### config.mk
export PLATFORM = sky130hd
export DESIGN_NAME = mmtb_ram
export DESIGN_NICKNAME = d
export VERILOG_FILES = /design/src/hdl/mmtb_ram.sv
export SDC_FILE = /design/constraint.sdc
export NUM_CORES = 2
export LEC_CHECK = 0
export BUFFER_PORTS_ARGS = -buffer_cell sky130_fd_sc_hd__buf_2
export CORE_ASPECT_RATIO = 2
export CORE_MARGIN = 3
export CORE_UTILIZATION = 40
export CTS_CLUSTER_SIZE = 8
export DETAILED_ROUTE_END_ITERATION = 10
export PLACE_DENSITY = 0.54
export RECOVER_POWER = 100
export SYNTH_ARGS = -nofsm -noshare
export SYNTH_HDL_FRONTEND = slang
export SYNTH_SLANG_ARGS = --single-unit
### constraint.sdc
create_clock -name clk_i -period 3.1 [get_ports clk_i]
set_input_delay 0.155 -clock clk_i [delete_from_list [all_inputs] [get_ports clk_i]]
set_output_delay 0.155 -clock clk_i [all_outputs]
set_load 0.02 [all_outputs]
### src/hdl/mmtb_ram.sv
// Generic single-port-write, single-port-read RAM with registered read data.
`timescale 1ns / 1ps
module mmtb_ram #(
  parameter int unsigned WIDTH = 16,
  parameter int unsigned DEPTH = 256
) (
  input  logic                                      clk_i,
  input  logic                                      we_i,
  input  logic [((DEPTH > 1) ? $clog2(DEPTH) : 1)-1:0] waddr_i,
  input  logic [WIDTH-1:0]                          wdata_i,
  input  logic [((DEPTH > 1) ? $clog2(DEPTH) : 1)-1:0] raddr_i,
  output logic [WIDTH-1:0]                          rdata_o
);

  logic [WIDTH-1:0] mem [DEPTH];
  logic [WIDTH-1:0] rdata_q;

  always_ff @(posedge clk_i) begin
    if (we_i) begin
      mem[waddr_i] <= wdata_i;
    end
    rdata_q <= mem[raddr_i];
  end

  assign rdata_o = rdata_q;

endmodule

==> run_results.csv <==
group,metric,value,unit
min_path,hp-class,"in -> reg",
global_route,antenna_found_initial,25,
setup_path,rrSetupSlack,0.02,ns
cts,insertion_delay,0.94,ns
cts,path_clk_slew,0.05,ns
placed_design,gp_congestion,0.923,
timing,final.setup.worst_slack,-0.0316,ns
setup_path,worstSetupStartpointType,"primary input",
setup_path,ff2ff_path_depth,7,
setup_path,arrival,3.68,ns
logic_synthesis,yosysSeqAreaShare,0.777,
status,violations,"max-capacitance violations, max-slew violations, negative setup slack",
drt,vias_per_cell,5.85,
drt,ant_nets,0,
floorplanning,die_w,451,um
timing,hold_violations,0,
logic_synthesis,synth_area_per_cell,21.6,um2
min_path,hold-path-cell-count,4,
drt,first_pass_iters,7,
floorplanning,start_util,0.402,
placed_design,pre_cts_ws,-0.605,ns
global_route,gr-total-overflow,0,
cells_and_area,area_growth,17.3,%
cts,cts_tree,"done",
timing,drv_slew,1339,
global_route,grt_start_max_net_pins,121,
floorplanning,ios,50,
drt,drt_iter0_drc,7521,
timing,tightest_slew,3.37,ns
drt,wl,472000,um
power_and_ir_drop,power_density,673,mW/mm2
drt,dr_total_vias,80600,
cts,cts_max_path_buffers,4,
cts,clockRootBuffer,"clkbuf_16",
drt,wire_per_inst,34.3,um
power_and_ir_drop,leakage,0.0598,uW
timing,finalCritPeriodShare,1.01,
cts,cts_made_buffers,588,
timing,final-setup-viol-count,16,
logic_synthesis,synthFlopType,"edfxtp_1",
timing,max_freq,319,MHz
setup_path,r2r_end,"rdata_o[13]",
power_and_ir_drop,vdd_drop_max,0.513,mV
timing,maxSlewHeadroom,-1.24,
setup_path,rr_startpoint,"mem[63][13]",
logic_synthesis,ys_ff_latch,4112,
global_route,grt_usage,0.232,
logic_synthesis,synth_edf_count,4096,
logic_synthesis,async_flop_share,0,
setup_path,required,3.65,ns
cells_and_area,final_cell_mix,"edfxtp_1, mux4_2, clkbuf_16",
placed_design,detailed_place_hpwl,305000,um
floorplanning,core,0.394,mm2
cts,h-tree-depth,6,
drt,drc_errors,0,
global_route,first_global_vias,85000,
flow_run,maxCapViolCount,24,
logic_synthesis,syn_inst,7360,
logic_synthesis,synthesis.area,0.159,mm2
cells_and_area,final_util,0.472,
floorplanning,die_h,897,um
cells_and_area,drive_above_1_share,0.279,
cells_and_area,final_common_cell,"edfxtp_1",
floorplanning,rows,326,
logic_synthesis,synth_cell_types,52,
cts,post_cts_buffers,0,
global_route,grt_pass1_wl,663000,um
logic_synthesis,ys_warn_count,0,
placed_design,portBuffers,49,
floorplanning,dieArea,0.405,mm2
min_path,hold_end,"mem[112][12]",
min_path,min_from,"waddr_i[4]",
status,status,"finished with violations",
cells_and_area,num-nets-final,8446,
cts,clock_sinks,4112,
timing,clock_skew,0.0583,ns
setup_path,cp_max_fo,16,
setup_path,cp-end-kind,"register",
timing,period_needed,3.13,ns
timing,rsz0062_at_grt,"false",
setup_path,critPathKind,"in -> reg",
logic_synthesis,syn_nets,7394,
==> power by group <==
part	internal, uW	switching [uW]	total [uW]
clock network	34600	22500	57200
logic	2290	4130	6420
registers	61500	113	61600
==> metrics by stage <==
step | instances | setup TNS (ns) | hold WS [ns] | power (uW) | area, um2
final | 13800 | -0.371 | 0.0843 | 125000 | 186000
after global routing | 13800 | 0 | 0.0801 | 129000 | 186000
after global placement | 13100 | -4.56 | 0.588 | 69000 | 171000
after floorplan | 7360 | 0 | 0.254 | 65600 | 159000
after CTS | 13800 | 0 | 0.0139 | 126000 | 187000
after detailed placement | 13100 | -4.62 | 0.591 | 69100 | 171000
==> state kept, by name, indices dropped and copies added (netlist names) <==
signal,flops
mem,4096
rdata_o,16
==> final cells by class <==
cell class | instances | area (um2)
antenna | 15 | 37.5
inverter | 4 | 27.5
sequential | 4112 | 123000
clock buffer | 661 | 15300
tap | 5248 | 6570
timing repair buffer | 914 | 7320
clock inverter | 38 | 562
multi-input combinational | 2792 | 33000
fill | 32600 | 208000
==> timing repair <==
item	4_1_cts	5_1_grt
hold buffers	17	0
endpoints found under the setup margin	1	0
gates resized for setup	1	0
hold endpoints to repair	1748	0
==> layer usage <==
metal	share of wire	vias to the layer above	global-route usage
li1	-	33200	-
met1	0.35	43400	0.261
met2	0.54	2981	0.424
met3	0.052	1010	0.0294
met4	0.066	12	0.129
met5	0.00017	-	0
==> cell usage after synthesis, types with 2 or more instances <==
master,n,area [um2]
buf_1,27,101
and3_1,11,68.8
buf_4,26,195
dfxtp_1,16,320
o32ai_1,20,175
a221oi_1,28,245
o21ai_0,37,185
a21oi_1,175,876
or2_2,4,25.0
a22oi_1,43,323
a2111oi_0,6,52.6
clkbuf_1,230,863
and4_1,2,17.5
buf_8,11,165
o31ai_1,16,120
nand3_1,35,175
nand4b_1,3,26.3
a21o_1,2,15.0
buf_12,5,100
nor4bb_1,2,20.0
mux4_2,797,17900
a22o_1,32,280
nor2_1,304,1140
nand2b_1,3,18.8
mux2_2,88,991
o22ai_1,148,926
or3_1,2,12.5
buf_2,76,380
inv_1,3,11.3
nand2_1,38,143
nand4_1,26,163
nor4_1,17,106
nor3_1,92,460
o221ai_1,252,2210
edfxtp_1,4096,123000
mux2i_1,565,5660
nor2b_1,9,56.3
a31oi_1,6,37.5
a211oi_1,18,135
buf_6,77,867
==> worst max-delay path: stages <==
cell and delay, ns:
dlygate4sd3_1 0.59, clkbuf_1 0.29, nor2_1 0.55, nand3_1 0.99, buf_12 0.51, nor2_1 0.10
buf_2 0.47
==> worst max path at each step <==
stage	slack, ns	from	endpoint	cells after the start
5_1_grt	0.05	waddr_i[1]	mem[37][10]	7
3_3_place_gp	-0.58	raddr_i[0]	rdata_o[12]	9
2_1_floorplan	0.78	waddr_i[3]	mem[235][0]	6
4_1_cts	0.01	mem[61][13]	rdata_o[13]	7
6_report	-0.03	waddr_i[1]	mem[212][13]	7
3_5_place_dp	-0.60	raddr_i[0]	rdata_o[12]	9
==> cell families (layout without fill, tap and decap cells) <==
family | count (synthesis) | in the layout | share of synthesized area
other cells | 0 | 15 | 0
simple gates | 556 | 556 | 0.0157
mux | 1450 | 1450 | 0.155
flops | 4112 | 4112 | 0.777
compound gates | 786 | 786 | 0.0354
buf+inv | 456 | 1617 | 0.0169
No activity file was read; power rests on OpenSTA's default activity.
